<file path="config.mk">
export PLATFORM = sky130hd
export DESIGN_NAME = sma_div
export DESIGN_NICKNAME = d
export VERILOG_FILES = /design/src/hdl/sma_pkg.sv /design/src/hdl/sma_div.sv
export SDC_FILE = /design/constraint.sdc
export NUM_CORES = 1
export LEC_CHECK = 0
export ABC_AREA = 1
export BUFFER_PORTS_ARGS = -buffer_cell sky130_fd_sc_hd__buf_2
export CAP_MARGIN = 20
export CELL_PAD_IN_SITES_DETAIL_PLACEMENT = 1
export CELL_PAD_IN_SITES_GLOBAL_PLACEMENT = 1
export CORE_MARGIN = 4
export CORE_UTILIZATION = 45
export DETAILED_ROUTE_END_ITERATION = 10
export PLACE_DENSITY_LB_ADDON = 0.12
export SLEW_MARGIN = 20
export SYNTH_ARGS = -nofsm -noshare
export SYNTH_HDL_FRONTEND = slang
export SYNTH_SLANG_ARGS = --single-unit
</file>
<file path="constraint.sdc">
create_clock -name clk -period 3.99 [get_ports clk]
set_input_delay 0.9975 -clock clk [delete_from_list [all_inputs] [get_ports clk]]
set_output_delay 0.9975 -clock clk [all_outputs]
set_load 0.01 [all_outputs]
</file>
<file path="src/hdl/sma_pkg.sv">
package sma_pkg;

	localparam int STACK_DEPTH = 64;
	localparam int DATA_W      = 32;
	localparam int DEPTH_W     = 7;
	localparam int OP_W        = 4;
	localparam int STAT_W      = 2;

	localparam logic [DEPTH_W-1:0] DEPTH_MAX = DEPTH_W'(STACK_DEPTH);

	localparam logic [OP_W-1:0] OP_CONST = OP_W'(0);
	localparam logic [OP_W-1:0] OP_ADD   = OP_W'(1);
	localparam logic [OP_W-1:0] OP_SUB   = OP_W'(2);
	localparam logic [OP_W-1:0] OP_MUL   = OP_W'(3);
	localparam logic [OP_W-1:0] OP_DIV   = OP_W'(4);
	localparam logic [OP_W-1:0] OP_MAX   = OP_W'(5);
	localparam logic [OP_W-1:0] OP_MIN   = OP_W'(6);
	localparam logic [OP_W-1:0] OP_NEG   = OP_W'(7);
	localparam logic [OP_W-1:0] OP_DUP   = OP_W'(8);
	localparam logic [OP_W-1:0] OP_SWAP  = OP_W'(9);

	localparam logic [STAT_W-1:0] ST_OK        = STAT_W'(0);
	localparam logic [STAT_W-1:0] ST_OVERFLOW  = STAT_W'(1);
	localparam logic [STAT_W-1:0] ST_UNDERFLOW = STAT_W'(2);
	localparam logic [STAT_W-1:0] ST_DIVZERO   = STAT_W'(3);

	typedef enum logic [1:0] {
		CELL_HOLD,
		CELL_PUSH,
		CELL_POP,
		CELL_LOAD
	} cell_cmd_t;

	typedef struct packed {
		logic [OP_W-1:0]          req_type;
		logic signed [DATA_W-1:0] push_value;
	} req_t;

	typedef struct packed {
		logic signed [DATA_W-1:0] top_value;
		logic [DEPTH_W-1:0]       stack_depth;
		logic [STAT_W-1:0]        status;
	} rsp_t;

endpackage

</file>
<file path="src/hdl/sma_div.sv">
module sma_div (
	input  logic                         clk,
	input  logic                         arst_n,
	input  logic                         start,
	input  logic [sma_pkg::DATA_W-1:0]   dividend,
	input  logic [sma_pkg::DATA_W-1:0]   divisor,
	input  logic                         negate,
	output logic                         done,
	output logic [sma_pkg::DATA_W-1:0]   quotient
);

	localparam int CNT_W = $clog2(sma_pkg::DATA_W);
	localparam logic [CNT_W-1:0] LAST_STEP = CNT_W'(sma_pkg::DATA_W - 1);

	logic                         busy_q;
	logic                         done_q;
	logic [CNT_W-1:0]             cnt_q;
	logic [sma_pkg::DATA_W-1:0]   rem_q;
	logic [sma_pkg::DATA_W-1:0]   quo_q;
	logic [sma_pkg::DATA_W-1:0]   dvs_q;
	logic                         neg_q;
	logic [sma_pkg::DATA_W:0]     rem_sh;
	logic [sma_pkg::DATA_W:0]     diff;

	// restoring division, one quotient bit per cycle
	assign rem_sh = {rem_q, quo_q[sma_pkg::DATA_W-1]};
	assign diff   = rem_sh - {1'b0, dvs_q};

	always_ff @(posedge clk or negedge arst_n) begin
		if (!arst_n) begin
			busy_q <= 1'b0;
			done_q <= 1'b0;
			cnt_q  <= '0;
		end else begin
			done_q <= 1'b0;
			if (start) begin
				busy_q <= 1'b1;
				cnt_q  <= '0;
			end else if (busy_q) begin
				cnt_q <= cnt_q + CNT_W'(1);
				if (cnt_q == LAST_STEP) begin
					busy_q <= 1'b0;
					done_q <= 1'b1;
				end
			end
		end
	end

	always_ff @(posedge clk) begin
		if (start) begin
			rem_q <= '0;
			quo_q <= dividend;
			dvs_q <= divisor;
			neg_q <= negate;
		end else if (busy_q) begin
			if (!diff[sma_pkg::DATA_W]) begin
				rem_q <= diff[sma_pkg::DATA_W-1:0];
				quo_q <= {quo_q[sma_pkg::DATA_W-2:0], 1'b1};
			end else begin
				rem_q <= rem_sh[sma_pkg::DATA_W-1:0];
				quo_q <= {quo_q[sma_pkg::DATA_W-2:0], 1'b0};
			end
		end
	end

	assign done     = done_q;
	assign quotient = neg_q ? (sma_pkg::DATA_W'(0) - quo_q) : quo_q;

endmodule

</file>
After elaboration in Yosys (flattened, before gate mapping)
Index checks and enable logic that the tools add are counted.
Word-level totals
  word-level logic and storage cells: 25
  output and inout bits: 33
  input bits: 68
  register bits after elaboration: 104
Operators by class
  equal/unequal tests: 1
  reductions and logical operators: 1
  multiplexer cells: 13
  add/subtract/negate cells: 3
Operators by type and width (count)
  32-bit two-way mux: 4
  33-bit by 32-bit subtractor with 33-bit output: 1
  1-bit by 32-bit subtractor with 32-bit output (first input constant): 1
  5-bit two-way mux: 2
  1-bit two-way mux: 7
  5-bit by 1-bit adder with 5-bit output (second input constant): 1
  5-bit == test (second input constant): 1
  2-bit nonzero test: 1

Logic depth before layout (Yosys ltp)
Gate-level depths: netlist (run 1).
  depth in word-level cells: 4
  gate-level depth with buffers: 18
  mapped depth without buffers: 17

Least setup slack after synthesis (run 1)
OpenSTA, ideal clock, no wires.
  path kind: reg-to-output
  start point: reg quo_q[0] in the netlist's numbering
  end point: out quotient[20] in the netlist's numbering
  setup slack: 1.225 ns
  buffers on the path: 0
  data arrival time: 1.767 ns
  cell stages (with the launch flop): 11
  cells stage by stage: edfxtp_1 -> inv_1 -> ha_1 -> nand4_1 -> nor3_2 -> nand2_1 -> or2_1 -> nor2_1 -> nand2_1 -> nand2_1 -> xor2_1
On the way
  cells in the longest elaborated chain, start to end: 2
Ends and longest elaborated chain
  start, declared: RTL line sma_div.sv:19  | logic [sma_pkg::DATA_W-1:0] quo_q;
  start signal, assigned: RTL line sma_div.sv:52  | quo_q <= dividend;
  start signal, assigned: RTL line sma_div.sv:58  | quo_q <= {quo_q[sma_pkg::DATA_W-2:0], 1'b1};
  start signal, assigned: RTL line sma_div.sv:61  | quo_q <= {quo_q[sma_pkg::DATA_W-2:0], 1'b0};
  1-bit by 32-bit subtractor with 32-bit output: RTL line sma_div.sv:67  | assign quotient = neg_q ? (sma_pkg::DATA_W'(0) - quo_q) : quo_q;
  32-bit two-way mux: RTL line sma_div.sv:67
  end, declared: RTL line sma_div.sv:9  | output logic [sma_pkg::DATA_W-1:0] quotient
Every way passes these cells.

Worst setup path after layout (run 1)
Same ends and word-level chain as after synthesis.

==> results of run 1 <==
[cells in the final DEF, fill, tap and decap left out, types with 20 or more instances in the layout]
cell / Yosys / final
nand2_1: 458 / 458
inv_1: 249 / 249
buf_2: 0 / 99
nand3_1: 68 / 68
nor2_1: 70 / 68
edfxtp_1: 65 / 65
o21ai_0: 36 / 36
ha_1: 35 / 35
dfxtp_1: 32 / 32
xor2_1: 28 / 28
nor3_1: 24 / 24
a21oi_1: 20 / 20
[state kept, by name, indices dropped and copies added (netlist names)]
register / flops
busy_q: 1
neg_q: 1
quo_q: 32
done: 1
cnt_q: 5
rem_q: 32
dvs_q: 32
[kinds of logic (layout without fill, tap and decap cells)]
family,after synthesis,after routing,synth area share
compound gates,69,69,0.0467
fa+ha+maj,36,36,0.0589
simple gates,660,660,0.353
buf+inv,281,379,0.139
flops,104,104,0.356
xor+xnor,41,41,0.0462
[metrics by stage]
stage / power, uW / setup WS, ns / utilization / hold WS (ns)
after floorplan: 1620 / 1.23 / - / 0.449
after CTS: 2770 / 0.350 / 0.525 / 0.446
after detailed placement: 1840 / 0.757 / 0.506 / 0.464
after global placement: 1810 / 0.908 / 0.506 / 0.463
final: 2740 / 0.344 / 0.525 / 0.452
after global routing: 2900 / 0.142 / 0.525 / 0.451
[layout make-up]
type / instances / area [um2]
Clock buffer: 10 / 250
Clock inverter: 6 / 56.3
Fill cell: 2350 / 7970
Inverter: 259 / 972
Multi-Input combinational cell: 806 / 3940
Sequential cell: 104 / 2770
Tap cell: 220 / 275
Timing Repair Buffer: 104 / 533
[critical path, stage by stage (launching register included)]
cell and delay (ns):
edfxtp_1 0.42, inv_1 0.10, ha_1 0.20, nand4_1 0.19, nor3_2 0.27, nand2_1 0.14, or2_1 0.26, nor2_1 0.18
nand2_1 0.12, nand2_1 0.10, xor2_1 0.16, buf_2 0.15
[routing by layer]
layer | global-route usage | vias to the layer above
li1 | - | 3792
met1 | 0.278 | 3528
met2 | 0.455 | 105
met3 | 0.0333 | 32
met4 | 0.0639 | 0
met5 | 0 | -
[worst max path at each step]
stage / from / endpoint / slack [ns] / cells past startpoint
after floorplan: quo_q[0] / quotient[20] / 1.23 / 10
after global placement: quo_q[2] / quotient[23] / 0.91 / 9
after detailed placement: quo_q[0] / quotient[20] / 0.76 / 11
after CTS: quo_q[0] / quotient[20] / 0.35 / 11
after global routing: quo_q[0] / quotient[20] / 0.14 / 11
final: quo_q[0] / quotient[20] / 0.34 / 11
[power by group]
part / internal (uW) / leakage, uW / switching [uW]
combinational: 194 / 0.00369 / 359
clock: 477 / 0.000149 / 452
sequential: 1220 / 0.00102 / 43.4
==> impl_metrics.csv, run 1 <==
group,metric,value,unit
setup_path,ff2ff_path_depth,17,
cts,clk_pin_slew,0.08,ns
setup_path,regToRegEndpoint,"rem_q[24]",
sta,clock_skew,0.0118,ns
logic_synthesis,synth_top_area_cell,"edfxtp_1",
sta,finalCritPeriodShare,0.914,
setup_path,critPathRequiredTime,2.99,ns
power_and_ir_drop,powerDensity,312,nW/um2
global_routing,groute.usage.overall,0.238,
logic_synthesis,yosysWarnings,0,
power_and_ir_drop,leakage,0.00487,uW
setup_path,endpoint_kind,"primary output",
sta,setup-violations-final,0,
cts,clk_latency,0.37,ns
logic_synthesis,synth_most_common_cell,"nand2_1",
sta,hold_viol_final,0,
sta,rsz0062_at_grt,"no",
logic_synthesis,ys_seq_area_frac,0.356,
floorplanning,die_area,19400,um2
finish,fin_nets,1388,
placed_design,gp_congestion,0.883,
finish,finalNonFillerCells,1509,
routing,vias,7457,
logic_synthesis,syn_nets,1295,
finish,drive_gt1_frac,0.117,
sta,fin_crit,3.65,ns
routing,post_drt_wl_per_cell,15.1,um
logic_synthesis,async_reset_ff_frac,0.0673,
logic_synthesis,avgSynthCellArea,6.53,um2
cts,cts_buffers,9,
routing,highest_layer,"met4",
cts,clk_path_buf_depth,2,
global_routing,grt_overflow,0,
cts,cts_hold_buf,0,
routing,route.met3.wl,729,um
placed_design,port-buffer-count,100,
logic_synthesis,synth_ff_type,"edfxtp_1",
routing,met2_wirelength,11.8,mm
setup_path,r2r_start,"quo_q[31]",
sta,fmax,274,MHz
routing,routed_wl,22.8,mm
global_routing,grt_pass1_wl,38.0,mm
floorplanning,die_h,139,um
routing,drc,0,
finish,area_growth,13.1,%
sta,fin_setup_tns,0,ns
floorplanning,placementRows,47,
setup_path,critPathLaunchType,"register",
logic_synthesis,ys_top_cells_by_area,"edfxtp_1, nand2_1, inv_1, dfxtp_1, ha_1",
cts,tritoncts,"built",
cts,cts_setup_buffers,0,
cts,htree_levels,3,
cts,cts_num_sinks,104,
routing,drtIter0Drc,218,
setup_path,r2r_slack,1.15,ns
floorplanning,initial_core_util,0.464,
logic_synthesis,syn_inst,1191,
global_routing,antenna_found_initial,0,
routing,dr.pass1.iters,4,
global_routing,grt_pass1_vias,7886,
floorplanning,num_io_pins,101,
global_routing,grt_max_degree,66,
status,status,"finished, final reports clean",
logic_synthesis,synth-edff-count,65,
logic_synthesis,syn_area,7780,um2
logic_synthesis,synth_cell_types,38,
sta,worst_pin_slew,0.912,ns
routing,vias_per_cell,4.94,
floorplanning,die_w,139,um
setup_path,worst-path-max-fanout,4,
sta,relSlewSlack,0.391,
sta,maxSlewViolCount,0,
placed_design,placed_cell_area,8490,um2
finish,antenna_cells,0,
placed_design,place_inst,1493,
power_and_ir_drop,vdd_drop_max,0.208,mV
cts,cts_root_buf,"clkbuf_16",
logic_synthesis,ys_ff_latch,104,
setup_path,worstPathArrival,2.65,ns
routing,m1WireLength,9.78,mm
cts,cts_resized,0,
flow_run,cap_viol_max_count,0,
min_path,hp-class,"in2async",
finish,final_cell_area,8790,um2
floorplanning,fp.coreArea,16800,um2
placed_design,hpwl,17.8,mm
routing,ant_nets,0,
logic_synthesis,yosys.area.top_type_share,0.251,
setup_path,critPathKind,"reg2out",
logic_synthesis,synth_common_cells,"nand2_1, inv_1, nor2_1, nand3_1, edfxtp_1",
No activity file was read; power rests on OpenSTA's default activity.
==> run 2, diff against run 1 <==
--- a/config.mk
+++ b/config.mk
@@ -6,13 +6,12 @@
 export NUM_CORES = 1
 export LEC_CHECK = 0
 export ABC_AREA = 1
-export BUFFER_PORTS_ARGS = -buffer_cell sky130_fd_sc_hd__buf_2
 export CAP_MARGIN = 20
-export CELL_PAD_IN_SITES_DETAIL_PLACEMENT = 1
+export CELL_PAD_IN_SITES_DETAIL_PLACEMENT = 0
 export CELL_PAD_IN_SITES_GLOBAL_PLACEMENT = 1
-export CORE_MARGIN = 4
-export CORE_UTILIZATION = 45
+export CORE_UTILIZATION = 49
 export DETAILED_ROUTE_END_ITERATION = 10
+export DONT_BUFFER_PORTS = 1
 export PLACE_DENSITY_LB_ADDON = 0.12
 export SLEW_MARGIN = 20
 export SYNTH_ARGS = -nofsm -noshare
==> run 2 against run 1 <==
  * Via count decreased by 10%
  * Clock-buffer cell count down 1
  * Sequential share of layout area is 2.0 points higher
  * Final area down 6.1%
  * Setup slack gained 0.13 ns
  * Register-to-register slack better by 0.10 ns
  * Critical endpoint unchanged
  * Largest power group unchanged
  * Highest routed layer unchanged
==> impl_metrics.csv, run 2 (synthesis results as in run 1) <==
group,metric,value,unit
placed_design,hpwl,14.2,mm
routing,vias_per_cell,4.78,
cts,cts_num_sinks,104,
power_and_ir_drop,leakage,0.00446,uW
finish,final_cell_mix,"nand2_1, inv_1, nand3_1, nor2_1, edfxtp_1",
floorplanning,die_h,128,um
cts,cts_resized,0,
cts,cts_root_buf,"clkbuf_16",
setup_path,worstPathArrival,2.51,ns
setup_path,startpoint,"quo_q[0]",
global_routing,groute.usage.overall,0.236,
cts,tritoncts,"built",
power_and_ir_drop,p_sw,777,uW
cts,clk_path_buf_depth,2,
finish,drive_gt1_frac,0.0429,
flow_run,cap_viol_max_count,0,
floorplanning,initial_core_util,0.506,
power_and_ir_drop,combPwrFrac,0.168,
routing,routed_wl,18.7,mm
cts,cts_buffers,9,
setup_path,endpoint,"quotient[20]",
power_and_ir_drop,seqPwrFrac,0.490,
placed_design,port-buffer-count,0,
setup_path,ff2ff_path_depth,17,
floorplanning,fp.coreArea,15400,um2
sta,fmax,285,MHz
sta,fin_setup_tns,0,ns
global_routing,grt_pass1_wl,30.0,mm
sta,worst_pin_slew,0.505,ns
routing,drc,0,
finish,finalNonFillerCells,1400,
min_path,hp-class,"in2async",
sta,finalCritPeriodShare,0.880,
setup_path,r2r_start,"quo_q[31]",
setup_path,critPathRequiredTime,2.99,ns
global_routing,antenna_found_initial,0,
power_and_ir_drop,p_clk_frac,0.342,
sta,hold_viol_final,0,
floorplanning,die_area,16400,um2
routing,ant_nets,0,
placed_design,gp_congestion,0.903,
sta,rsz0062_at_grt,"no",
sta,maxSlewViolCount,0,
routing,vias,6685,
cts,clk_latency,0.36,ns
finish,area_growth,6.21,%
sta,clock_skew,0.00360,ns
routing,dr.pass1.iters,5,
power_and_ir_drop,p_sw_frac,0.303,
setup_path,r2r_slack,1.25,ns
setup_path,critPathKind,"reg2out",
routing,drtIter0Drc,322,
cts,cts_setup_buffers,0,
floorplanning,placementRows,45,
cts,clk_pin_slew,0.08,ns
sta,relSlewSlack,0.663,
setup_path,critPathLaunchType,"register",
global_routing,grt_overflow,0,
status,status,"finished, final reports clean",
setup_path,worst-path-max-fanout,4,
routing,post_drt_wl_per_cell,13.3,um
cts,htree_levels,3,
power_and_ir_drop,p_int,1790,uW
sta,setup-violations-final,0,
power_and_ir_drop,vdd_drop_max,0.233,mV
finish,final_common_cell,"nand2_1",
floorplanning,num_io_pins,101,
finish,antenna_cells,0,
sta,whs,0.323,ns
finish,finish.utilization,0.537,
floorplanning,die_w,128,um
placed_design,place_inst,1384,
power_and_ir_drop,powerDensity,310,nW/um2
cts,cts_hold_buf,0,
finish,fin_nets,1288,
setup_path,regToRegEndpoint,"rem_q[16]",
finish,top_regs,"dvs_q x32, quo_q x32, rem_q x32",
sta,fin_crit,3.51,ns
global_routing,grt_max_degree,99,
global_routing,grt_pass1_vias,6138,
setup_path,endpoint_kind,"primary output",
[run 2: how the worst min path moves through the flow]
stage | startpoint | end | slack (ns) | cells after the start
after floorplan | rem_q[0] | rem_q[0] | 0.45 | 2
after global placement | rem_q[6] | rem_q[6] | 0.46 | 2
after detailed placement | rem_q[22] | rem_q[22] | 0.46 | 2
after CTS | arst_n | cnt_q[0] | 0.31 | 0
after global routing | arst_n | cnt_q[0] | 0.29 | 0
final | arst_n | cnt_q[4] | 0.32 | 0
[run 2: stage by stage]
| step | total power (uW) | worst slack, ns | area [um2] |
|---|---|---|---|
| floorplan | 1620 | 1.23 | 7780 |
| global placement | 1710 | 0.909 | 7970 |
| detailed placement | 1710 | 0.862 | 7970 |
| CTS | 2590 | 0.460 | 8260 |
| global route | 2700 | 0.215 | 8260 |
| finish | 2560 | 0.478 | 8260 |
[run 2: per-layer routing]
layer	up-vias	GRT usage	share of wire
li1	3605	-	-
met1	2942	0.300	0.47
met2	119	0.410	0.48
met3	19	0.0430	0.036
met4	0	0.0671	0.014
met5	-	0	0
[run 2: final cells by class]
type	instances	area, um2
inverters	259	972
clock inverters	7	67.6
flip-flops and latches	104	2770
multi-input cells	806	3930
well taps	211	264
fillers	1641	7110
repair buffers	4	30.0
clock buffers	9	225
[run 2: worst max-delay path, cell delays in order (launching register included)]
cell and delay (ns):
edfxtp_1 0.46, inv_1 0.11, ha_1 0.21, nand4_1 0.19, nor3_2 0.26, nand2_1 0.14, or2_1 0.25, nor2_1 0.14
nand2_1 0.09, nand2_1 0.08, xor2_1 0.24
[run 2: power groups by stage]
| stage | logic (uW) | registers [uW] | clock network (uW) |
|---|---|---|---|
| 2_1_floorplan | 352 | 1270 | 0 |
| 3_3_place_gp | 432 | 1280 | 0 |
| 3_5_place_dp | 431 | 1280 | 0 |
| 4_1_cts | 433 | 1260 | 904 |
| 5_1_grt | 489 | 1260 | 947 |
| 6_report | 431 | 1260 | 877 |
