`src/hdl/sma_pkg.sv`:
```
package sma_pkg;

	localparam int STACK_DEPTH = 64;
	localparam int DATA_W      = 32;
	localparam int DEPTH_W     = 7;
	localparam int OP_W        = 4;
	localparam int STAT_W      = 2;

	localparam logic [DEPTH_W-1:0] DEPTH_MAX = DEPTH_W'(STACK_DEPTH);

	localparam logic [OP_W-1:0] OP_CONST = OP_W'(0);
	localparam logic [OP_W-1:0] OP_ADD   = OP_W'(1);
	localparam logic [OP_W-1:0] OP_SUB   = OP_W'(2);
	localparam logic [OP_W-1:0] OP_MUL   = OP_W'(3);
	localparam logic [OP_W-1:0] OP_DIV   = OP_W'(4);
	localparam logic [OP_W-1:0] OP_MAX   = OP_W'(5);
	localparam logic [OP_W-1:0] OP_MIN   = OP_W'(6);
	localparam logic [OP_W-1:0] OP_NEG   = OP_W'(7);
	localparam logic [OP_W-1:0] OP_DUP   = OP_W'(8);
	localparam logic [OP_W-1:0] OP_SWAP  = OP_W'(9);

	localparam logic [STAT_W-1:0] ST_OK        = STAT_W'(0);
	localparam logic [STAT_W-1:0] ST_OVERFLOW  = STAT_W'(1);
	localparam logic [STAT_W-1:0] ST_UNDERFLOW = STAT_W'(2);
	localparam logic [STAT_W-1:0] ST_DIVZERO   = STAT_W'(3);

	typedef enum logic [1:0] {
		CELL_HOLD,
		CELL_PUSH,
		CELL_POP,
		CELL_LOAD
	} cell_cmd_t;

	typedef struct packed {
		logic [OP_W-1:0]          req_type;
		logic signed [DATA_W-1:0] push_value;
	} req_t;

	typedef struct packed {
		logic signed [DATA_W-1:0] top_value;
		logic [DEPTH_W-1:0]       stack_depth;
		logic [STAT_W-1:0]        status;
	} rsp_t;

endpackage

```
`src/hdl/sma_cell.sv`:
```
module sma_cell (
	input  logic                         clk,
	input  sma_pkg::cell_cmd_t           cmd,
	input  logic [sma_pkg::DATA_W-1:0]   upper,
	input  logic [sma_pkg::DATA_W-1:0]   lower,
	input  logic [sma_pkg::DATA_W-1:0]   load_val,
	output logic [sma_pkg::DATA_W-1:0]   val
);

	logic [sma_pkg::DATA_W-1:0] val_q;

	// upper is the neighbour nearer the top, lower the one further down
	always_ff @(posedge clk) begin
		case (cmd)
			sma_pkg::CELL_PUSH: val_q <= upper;
			sma_pkg::CELL_POP:  val_q <= lower;
			sma_pkg::CELL_LOAD: val_q <= load_val;
			default:            val_q <= val_q;
		endcase
	end

	assign val = val_q;

endmodule

```
`config.mk`:
```
export PLATFORM = sky130hd
export DESIGN_NAME = sma_cell
export DESIGN_NICKNAME = d
export VERILOG_FILES = /design/src/hdl/sma_pkg.sv /design/src/hdl/sma_cell.sv
export SDC_FILE = /design/constraint.sdc
export NUM_CORES = 1
export LEC_CHECK = 0
export BUFFER_PORTS_ARGS = -buffer_cell sky130_fd_sc_hd__buf_2
export CORE_ASPECT_RATIO = 1.4
export CORE_MARGIN = 3
export CORE_UTILIZATION = 42
export CTS_CLUSTER_SIZE = 10
export DETAILED_ROUTE_END_ITERATION = 12
export HOLD_SLACK_MARGIN = 0.15
export PLACE_DENSITY = 0.92
export SLEW_MARGIN = 15
export SYNTH_ARGS = -nofsm -noshare
export SYNTH_HDL_FRONTEND = slang
export SYNTH_SLANG_ARGS = --single-unit
```
`constraint.sdc`:
```
create_clock -name clk -period 2.4 [get_ports clk]
set_clock_uncertainty 0.05 [all_clocks]
set_input_delay 0.24 -clock clk [delete_from_list [all_inputs] [get_ports clk]]
set_output_delay 0.24 -clock clk [all_outputs]
set_load 0.05 [all_outputs]
```
# Word-level counts from Yosys, hierarchy flattened
# Index checks and enable logic that the tools add are counted.
# totals
regBits	32
word_cells	6
# classes
n_eq_ne	3
mux	1
n_reduce_logical	1
# op_table
op	count
$pmux 32 s3	1
$eq 2x2->1 const B	2
$reduce_bool 3->1	1
$eq 2x1->1 const B	1

# Longest topological paths before layout
# Gate-level depths: netlist (run 1).
# logic_depth
word_depth	2
ltp_mapped	4
mapped_depth_nobuf	2

# Worst setup path after synthesis (run 1)
# OpenSTA, ideal clock, no wires.
# synth_timing
path_kind	input-to-reg
startpoint	input port cmd[0]
endpoint	register val_q (netlist bit val[0]) (enable)
setup_time_ns	0.330
arrival_ns	1.026
t_required_ns	2.020
setup_slack_ns	0.995
stages	3
n_path_buf	2
path_cell_list	buf_6 -> buf_12 -> or2_2
# synth_via
elab_chain_cells	2
word_cells_on_any_way	4
# synth_rtl
element	line	text
from (decl)	sma_cell.sv:3	input sma_pkg::cell_cmd_t cmd,
$eq 2x2->1 or $eq 2x1->1 (tied branches)	sma_cell.sv:14	case (cmd)
$reduce_bool 3->1 (no line) (*)	-	
to (signal assigned)	sma_cell.sv:15	sma_pkg::CELL_PUSH: val_q <= upper;
to (signal assigned)	sma_cell.sv:16	sma_pkg::CELL_POP: val_q <= lower;
to (signal assigned)	sma_cell.sv:17	sma_pkg::CELL_LOAD: val_q <= load_val;
to (decl)	sma_cell.sv:10	logic [sma_pkg::DATA_W-1:0] val_q;
# Mark *: on every way between the ends. The rest lies on a longest branch, timed or not.
# A chain may end at the register's enable or synchronous reset.

# Final worst setup path (run 1)
# layout_timing
startpoint	register val_q (netlist bit val[5])
endpoint	output port val[5] (netlist name)
# layout_lines
element	line	text
to (decl)	sma_cell.sv:7	output logic [sma_pkg::DATA_W-1:0] val
# No word-level cell between the ends.

==> impl_metrics.env, run 1 <==
export IMPL_grtUsageMet3_pct=4.50
export IMPL_cap_violations=0
export IMPL_cp_arrival_ns=0.86
export IMPL_holdWs_ns=0.236
export IMPL_cts_setup_buffers=0
export IMPL_syn_inst=140
export IMPL_yosys_area_share_simple_pct=7.55
export IMPL_numPortBuffers=130
export IMPL_rows=26
export IMPL_pre_cts_slack_ns=1.02
export IMPL_cts_root_buf="clkbuf_8"
export IMPL_max_clock_freq_mhz=866
export IMPL_dr_total_vias=1535
export IMPL_ys_ff_latch=32
export IMPL_drt_iter0_drc=18
export IMPL_antenna_found_initial=0
export IMPL_synth_top_area_share_pct=57.4
export IMPL_cts_sinks=32
export IMPL_setup_viol=0
export IMPL_clk_pin_slew_ns=0.06
export IMPL_cp_slowest_cell="edfxtp_1"
export IMPL_power_density_nw_per_um2=660
export IMPL_hold_path_class="in -> reg"
export IMPL_final_common_cell="buf_2"
export IMPL_largest_reg_flops=32
export IMPL_status="complete, no violations"
export IMPL_synth_top_area_cell="edfxtp_1"
export IMPL_switching_share_pct=33.8
export IMPL_grt_pass1_vias=1423
export IMPL_synthToLayoutAreaGrowth_pct=42.3
export IMPL_p_seq_share_pct=44.8
export IMPL_synthesis_nets=239
export IMPL_grt_overflow=0
export IMPL_clock_path_buffers=2
export IMPL_grt_pass1_wl_microns=5910
export IMPL_synth_compound_area_share_pct=9.57
export IMPL_switching_power_mw=0.532
export IMPL_dr_pass1_iters=4
export IMPL_ys_warn_count=0
export IMPL_synth_xor_area_share_pct=0
export IMPL_path_cells="buf_2"
export IMPL_synth_top_family_by_area="multiplexers"
export IMPL_die_h_microns=80.7
export IMPL_fp_coreArea_sq_um=3740
export IMPL_slew_headroom_pct=52.5
export IMPL_critPathLaunchType="flop"
export IMPL_final_cell_mix="buf_2 (130), mux2i_1 (32), nor2_1 (32), a21oi_1 (32), edfxtp_1 (32)"
export IMPL_muxShareOfSynthArea_pct=19.1
export IMPL_yosysSeqAreaShare_pct=57.4
export IMPL_drt_total_wl_microns=4170
export IMPL_postRouteAntennaNets=0
export IMPL_grt_start_max_net_pins=35
export IMPL_htree_levels=2
export IMPL_setup_tns_ns=0
export IMPL_ys_types=10
export IMPL_clkPwrFrac_pct=23.8
export IMPL_avgSynthCellArea_sq_um=11.9
export IMPL_cp_top_family="flip-flops"
export IMPL_synth_fa_ha_area_share_pct=0
export IMPL_critPathBufInv=1
export IMPL_nets=369
export IMPL_peakVddDrop_v=0.000509
export IMPL_postCtsHoldBufs=0
export IMPL_final_hold_violation_count=0
export IMPL_dp_hpwl_microns=3350
export IMPL_cts_tree="done"
export IMPL_drc=0
export IMPL_grt_busiest_layer="met2"
export IMPL_syn_area_sq_um=1670
export IMPL_slowest_delay_ns=0.33
export IMPL_crit_path_end_kind="primary output"
export IMPL_leakagePower_nw=1.19
export IMPL_use_met1_pct=15.0
export IMPL_fin_crit_ns=1.15
export IMPL_cts_resized=0
export IMPL_period_share_pct=48.1
export IMPL_diodes=0
export IMPL_maxSlewViolCount=0
export IMPL_vias_per_cell=4.90
export IMPL_grt_total_usage_pct=16.7
export IMPL_fin_ws_ns=1.25
export IMPL_initial_core_util_pct=44.7
export IMPL_dieArea_sq_um=4790
export IMPL_gp_congestion=0.782
export IMPL_comb_power_share_pct=31.4
export IMPL_io_pins=131
export IMPL_worstSetupPathType="reg -> out"
export IMPL_die_x_microns=59.3
export IMPL_p_int_mw=1.04
export IMPL_gr_usage_met2_pct=32.7
export IMPL_wire_per_inst_microns=13.3
export IMPL_cts_buffers=5
export IMPL_synth_area_leaders="edfxtp_1 (57%), mux2i_1 (19%), a21oi_1 (9.6%)"
export IMPL_cp_required_ns=2.11
export IMPL_grt_setup_unrepaired="no"
export IMPL_path_max_fanout=1
export IMPL_worst_pin_slew_ns=0.713
export IMPL_drive_gt1_share_pct=51.7
[synth_stat cells]
master	number
nor2_1	32
buf_2	3
clkbuf_1	3
mux2i_1	32
buf_12	3
buf_4	1
a21oi_1	32
or2_2	1
buf_6	1
edfxtp_1	32
[metrics by stage]
stage	area (sq um)	cells	utilization (%)	power [mW]
after floorplan	1670	140	-	1.07
after global placement	2300	305	61.5	1.20
after detailed placement	2300	305	61.5	1.21
after CTS	2380	313	63.6	1.58
after global routing	2380	313	63.6	1.64
final	2380	313	63.6	1.57
[routing by layer]
metal / vias up / share of wire (%)
met1: 694 / 33
met3: 8 / 7.2
li1: 769 / -
met2: 64 / 58
met5: - / 0
met4: 0 / 2.2
[path summary, 6_finish.rpt]
kind              from  cells after the start  slack (ns)                end
max   val[5]$_DFFE_PP_                      1        1.25             val[5]
min          upper[20]                      3        0.24  val[20]$_DFFE_PP_
[power groups by stage]
stage / clock network (mW) / logic [mW] / registers [mW]
final: 0.374 / 0.493 / 0.705
after global routing: 0.406 / 0.523 / 0.712
after CTS: 0.381 / 0.498 / 0.706
after detailed placement: 0 / 0.497 / 0.717
after global placement: 0 / 0.487 / 0.715
after floorplan: 0 / 0.112 / 0.956
[final cells by class]
| type | count | area [sq um] |
|---|---|---|
| sequential | 32 | 961 |
| fill | 309 | 1360 |
| multi-input combinational | 97 | 607 |
| timing repair buffer | 134 | 681 |
| clock inverter | 1 | 3.75 |
| tap | 42 | 52.6 |
| clock buffer | 7 | 76.3 |
[logic make-up after synthesis]
| family | count (synthesis) |
|---|---|
| and+or+nand+nor | 33 |
| AOI/OAI and AO/OA | 32 |
| muxes | 32 |
| DFF | 32 |
| buffers and inverters | 11 |
Power figures use the tool's default switching activity.
==> run 2: changes to the inputs <==
--- a/config.mk
+++ b/config.mk
@@ -5,14 +5,15 @@
 export SDC_FILE = /design/constraint.sdc
 export NUM_CORES = 1
 export LEC_CHECK = 0
+export ABC_AREA = 1
 export BUFFER_PORTS_ARGS = -buffer_cell sky130_fd_sc_hd__buf_2
 export CORE_ASPECT_RATIO = 1.4
 export CORE_MARGIN = 3
-export CORE_UTILIZATION = 42
+export CORE_UTILIZATION = 40
 export CTS_CLUSTER_SIZE = 10
 export DETAILED_ROUTE_END_ITERATION = 12
 export HOLD_SLACK_MARGIN = 0.15
-export PLACE_DENSITY = 0.92
+export PLACE_DENSITY = 0.87
 export SLEW_MARGIN = 15
 export SYNTH_ARGS = -nofsm -noshare
 export SYNTH_HDL_FRONTEND = slang
==> constraint.sdc (replaced) <==
create_clock -name clk -period 1.1 [get_ports clk]
set_clock_uncertainty 0.05 [all_clocks]
set_input_delay 0.11 -clock clk [delete_from_list [all_inputs] [get_ports clk]]
set_output_delay 0.11 -clock clk [all_outputs]
set_load 0.05 [all_outputs]
==> run 2 against run 1 <==
Compared with the run above:
- sequential share of layout area fell by 12 points
- via count rose by 69%
- critical path type unchanged
- non-clock buffer count rose by 99
- flip-flop and latch count did not move
- hold slack improved by 0.11 ns
- sequential power rose by 120%
- total power rose by 150%
- clock-buffer cell count fell by 2
- die area rose by 6.8%
==> impl_metrics.env, run 2 <==
export IMPL_status="complete, no violations"
export IMPL_hold_path_class="in -> reg"
export IMPL_p_seq_share_pct=40.3
export IMPL_drive_gt1_share_pct=36.1
export IMPL_cp_top_family="flip-flops"
export IMPL_synthesis_nets=279
export IMPL_cts_tree="done"
export IMPL_io_pins=131
export IMPL_nets=502
export IMPL_synth_most_common_cell="nand3_1"
export IMPL_ys_warn_count=0
export IMPL_die_h_microns=83.4
export IMPL_worstSetupPathType="reg -> out"
export IMPL_htree_levels=2
export IMPL_fin_crit_ns=1.07
export IMPL_synth_flop_cell="edfxtp_1"
export IMPL_grt_total_usage_pct=36.2
export IMPL_cp_arrival_ns=0.91
export IMPL_critPathLaunchType="flop"
export IMPL_cts_root_buf="clkbuf_8"
export IMPL_syn_area_sq_um=1710
export IMPL_dp_hpwl_microns=3730
export IMPL_clkPwrFrac_pct=22.1
export IMPL_postRouteAntennaNets=0
export IMPL_power_density_nw_per_um2=1130
export IMPL_gp_congestion=0.822
export IMPL_syn_inst=180
export IMPL_fin_util_pct=85.0
export IMPL_switching_share_pct=35.9
export IMPL_dp_cells=343
export IMPL_design_area_sq_um=3420
export IMPL_holdWs_ns=0.344
export IMPL_yosysSeqAreaShare_pct=56.1
export IMPL_path_max_fanout=1
export IMPL_synth_top_area_cell="edfxtp_1"
export IMPL_p_int_mw=2.48
export IMPL_initial_core_util_pct=42.6
export IMPL_final_cell_mix="buf_2 (130), nand3_1 (96), dlygate4sd3_1 (96), nand2_1 (32), edfxtp_1 (32)"
export IMPL_postCtsHoldBufs=96
export IMPL_final_common_cell="buf_2"
export IMPL_critPathBufInv=1
export IMPL_max_clock_freq_mhz=933
export IMPL_fp_coreArea_sq_um=4020
export IMPL_grt_pass1_wl_microns=13300
export IMPL_yosys_top_cells_count="nand3_1 (96), nand2_1 (33), edfxtp_1 (32), buf_4 (6), buf_6 (6)"
export IMPL_cts_resized=0
export IMPL_p_total_mw=3.87
export IMPL_slowest_delay_ns=0.40
export IMPL_worst_pin_slew_ns=0.371
export IMPL_grt_start_max_net_pins=37
export IMPL_cts_setup_buffers=0
export IMPL_switching_power_mw=1.39
export IMPL_dr_pass1_iters=5
export IMPL_avgSynthCellArea_sq_um=9.52
export IMPL_grt_pass1_vias=2729
export IMPL_comb_power_share_pct=37.5
export IMPL_rows=27
export IMPL_fin_cells=450
export IMPL_antenna_found_initial=3
export IMPL_cts_buffers=5
export IMPL_cp_required_ns=0.94
export IMPL_setup_tns_ns=0
export IMPL_clk_pin_slew_ns=0.07
export IMPL_vias_per_cell=5.77
export IMPL_synth_area_leaders="edfxtp_1 (56%), nand3_1 (28%), nand2_1 (7.2%)"
export IMPL_worstSetupStartpoint="val[21]$_DFFE_PP_"
export IMPL_final_hold_violation_count=0
export IMPL_period_share_pct=97.4
export IMPL_die_x_microns=61.3
export IMPL_leakagePower_nw=1.62
export IMPL_wire_per_inst_microns=19.6
export IMPL_grt_overflow=0
export IMPL_synth_edf_count=32
export IMPL_slew_headroom_pct=75.3
export IMPL_grt_setup_unrepaired="no"
export IMPL_dieArea_sq_um=5110
export IMPL_numPortBuffers=130
export IMPL_crit_path_end_kind="primary output"
export IMPL_async_reset_ff_share_pct=0
export IMPL_synthToLayoutAreaGrowth_pct=99.4
export IMPL_hp_start="cmd[1]"
export IMPL_cap_violations=0
export IMPL_drt_total_wl_microns=8810
export IMPL_drc=0
export IMPL_cp_slowest_cell="edfxtp_1"
export IMPL_ys_ff_latch=32
export IMPL_pre_cts_slack_ns=0.000200
export IMPL_synth_top_area_share_pct=56.1
export IMPL_clock_path_buffers=2
export IMPL_cts_sinks=32
export IMPL_path_cells="buf_2"
export IMPL_dr_total_vias=2596
export IMPL_maxSlewViolCount=0
export IMPL_setup_viol=0
export IMPL_peakVddDrop_v=0.00113
export IMPL_largest_reg_flops=32
export IMPL_ys_types=8
export IMPL_post_dp_cell_area_sq_um=2360
export IMPL_fin_ws_ns=0.0285
export IMPL_drt_iter0_drc=228
## run 2: cells by family (layout without fill, tap and decap cells)
| logic type | after synthesis | count (layout) | synth area share, % |
|---|---|---|---|
| other | 0 | 3 | 0 |
| and+or+nand+nor | 129 | 129 | 35.3 |
| DFF | 32 | 32 | 56.1 |
| buffers and inverters | 19 | 243 | 8.62 |
## run 2: power groups by stage
stage / clock (mW) / combinational, mW / sequential, mW
floorplan: 0 / 0.247 / 2.10
global placement: 0 / 1.10 / 1.57
detailed placement: 0 / 1.12 / 1.57
CTS: 0.857 / 1.38 / 1.55
global route: 0.923 / 1.52 / 1.57
finish: 0.856 / 1.45 / 1.56
## run 2: path summary, 6_finish.rpt
kind	endpoint	cells past startpoint
setup / recovery	val[21]	1
hold / removal	val[0]$_DFFE_PP_	4
## run 2: area by class of cell
class / instances / area, sq um
timing repair buffer: 233 / 1690
multi-input combinational: 129 / 612
sequential: 32 / 961
inverter: 2 / 10.0
clock inverter: 3 / 13.8
antenna: 3 / 7.51
fill: 190 / 604
clock buffer: 5 / 68.8
tap: 43 / 53.8
## run 2: layer usage
metal  vias to the layer above  routed length [microns]  global-route usage (%)
met2                       231                     4650                    62.9
met5                         -                        0                       0
met3                        99                      635                    11.7
met4                         0                      978                    29.4
met1                      1166                     2550                    30.8
li1                       1100                        -                       -
==> run 3: changes to the inputs <==
--- a/config.mk
+++ b/config.mk
@@ -5,15 +5,15 @@
 export SDC_FILE = /design/constraint.sdc
 export NUM_CORES = 1
 export LEC_CHECK = 0
-export ABC_AREA = 1
+export ABC_AREA = 0
 export BUFFER_PORTS_ARGS = -buffer_cell sky130_fd_sc_hd__buf_2
 export CORE_ASPECT_RATIO = 1.4
 export CORE_MARGIN = 3
-export CORE_UTILIZATION = 40
+export CORE_UTILIZATION = 39
 export CTS_CLUSTER_SIZE = 10
 export DETAILED_ROUTE_END_ITERATION = 12
 export HOLD_SLACK_MARGIN = 0.15
-export PLACE_DENSITY = 0.87
+export PLACE_DENSITY = 0.86
 export SLEW_MARGIN = 15
 export SYNTH_ARGS = -nofsm -noshare
 export SYNTH_HDL_FRONTEND = slang
==> run 3 against run 2 <==
Compared with the run above:
- flip-flop and latch count unchanged
- largest power group unchanged
- die area grew 0.15%
- routed wire length fell by 35%
- combinational power shrank 15%
- sequential share of layout area increased by 5.8 points
==> impl_metrics.env, run 3 (same netlist as run 1, synthesis figures left out) <==
export IMPL_status="complete, no violations"
export IMPL_cap_violations=0
export IMPL_drc=0
export IMPL_cp_arrival_ns=1.05
export IMPL_htree_levels=2
export IMPL_grt_overflow=0
export IMPL_hold_path_class="in -> reg"
export IMPL_grt_pass1_vias=1913
export IMPL_grt_pass1_wl_microns=8540
export IMPL_power_density_nw_per_um2=1270
export IMPL_dieArea_sq_um=5120
export IMPL_cts_resized=0
export IMPL_fin_crit_ns=1.08
export IMPL_critPathLaunchType="input port"
export IMPL_nFillCells=296
export IMPL_grt_setup_unrepaired="no"
export IMPL_cts_root_buf="clkbuf_8"
export IMPL_maxSlewViolCount=0
export IMPL_io_pins=131
export IMPL_numPortBuffers=130
export IMPL_drt_total_wl_microns=5710
export IMPL_worstSetupPathType="in -> reg"
export IMPL_post_dp_cell_area_sq_um=2320
export IMPL_grt_start_max_net_pins=35
export IMPL_wire_per_inst_microns=15.9
export IMPL_clock_path_buffers=2
export IMPL_dr_total_vias=1778
export IMPL_p_seq_share_pct=42.8
export IMPL_grt_total_usage_pct=23.1
export IMPL_rows=27
export IMPL_die_h_microns=83.5
export IMPL_die_x_microns=61.4
export IMPL_path_max_fanout=1
export IMPL_cp_required_ns=1.07
export IMPL_nets=413
export IMPL_max_clock_freq_mhz=922
export IMPL_switching_power_mw=1.23
export IMPL_diodes=0
export IMPL_period_share_pct=98.6
export IMPL_switching_share_pct=34.1
export IMPL_gp_congestion=0.818
export IMPL_initial_core_util_pct=41.6
export IMPL_leakagePower_nw=1.38
export IMPL_final_cell_mix="buf_2 (130), dlygate4sd3_1 (43)"
export IMPL_worst_pin_slew_ns=0.454
export IMPL_design_area_sq_um=2840
export IMPL_drive_gt1_share_pct=44.8
export IMPL_clkPwrFrac_pct=23.3
export IMPL_setup_viol=0
export IMPL_clk_pin_slew_ns=0.06
export IMPL_drt_iter0_drc=63
export IMPL_comb_power_share_pct=33.9
export IMPL_synthToLayoutAreaGrowth_pct=69.5
export IMPL_peakVddDrop_v=0.000829
export IMPL_largest_reg_flops=32
export IMPL_cts_setup_buffers=0
export IMPL_final_common_cell="buf_2"
export IMPL_slew_headroom_pct=69.7
export IMPL_vias_per_cell=4.97
export IMPL_fp_coreArea_sq_um=4020
export IMPL_p_int_mw=2.38
export IMPL_holdWs_ns=0.162
export IMPL_cts_tree="done"
export IMPL_cts_buffers=5
export IMPL_final_hold_violation_count=0
export IMPL_cts_sinks=32
export IMPL_antenna_found_initial=0
export IMPL_postCtsHoldBufs=43
export IMPL_postRouteAntennaNets=0
export IMPL_crit_path_end_kind="flop"
export IMPL_fin_util_pct=70.5
export IMPL_dr_pass1_iters=4
## run 3: area by class of cell
type,count,area (sq um),area share [%]
clock inverters,1,3.75,0.132
repair buffers,178,1130,39.9
well taps,43,53.8,1.90
multi-input cells,97,609,21.5
flip-flops and latches,32,961,33.9
clock buffers,7,76.3,2.69
## run 3: critical path, cell delays in order
cell and delay (ns):
dlygate4sd3_1 0.55, buf_2 0.14, mux2i_1 0.17, a21oi_1 0.09
## run 3: path summary, 6_finish.rpt
path	from	endpoint	slack, ns	depth (start not counted)
worst max-delay path	load_val[21]	val[21]$_DFFE_PP_	0.02	4
worst min-delay path	lower[4]	val[4]$_DFFE_PP_	0.16	3
## run 3: metal layers
metal | global-route usage, % | up-vias | part of all wire (%)
met5 | 0 | - | 0
met4 | 13.7 | 0 | 5.0
met3 | 6.04 | 29 | 6.7
met2 | 44.7 | 107 | 59
met1 | 18.6 | 788 | 30
li1 | - | 854 | -
## run 3: power by group through the flow
stage / Clock, mW / Sequential, mW / Combinational [mW]
floorplan: 0 / 2.09 / 0.247
global placement: 0 / 1.56 / 1.07
global route: 0.938 / 1.56 / 1.30
finish: 0.839 / 1.54 / 1.23
detailed placement: 0 / 1.57 / 1.09
CTS: 0.871 / 1.55 / 1.21
## run 3: per-stage QoR
step                TNS (ns)  std cells  power [mW]  worst slack, ns
floorplan                  0        140        2.33          0.00889
global placement           0        307        2.64           0.0431
detailed placement   -0.0105        307        2.66         -0.00266
CTS                        0        358        3.63           0.0419
global route               0        358        3.79           0.0110
finish                     0        358        3.61           0.0157
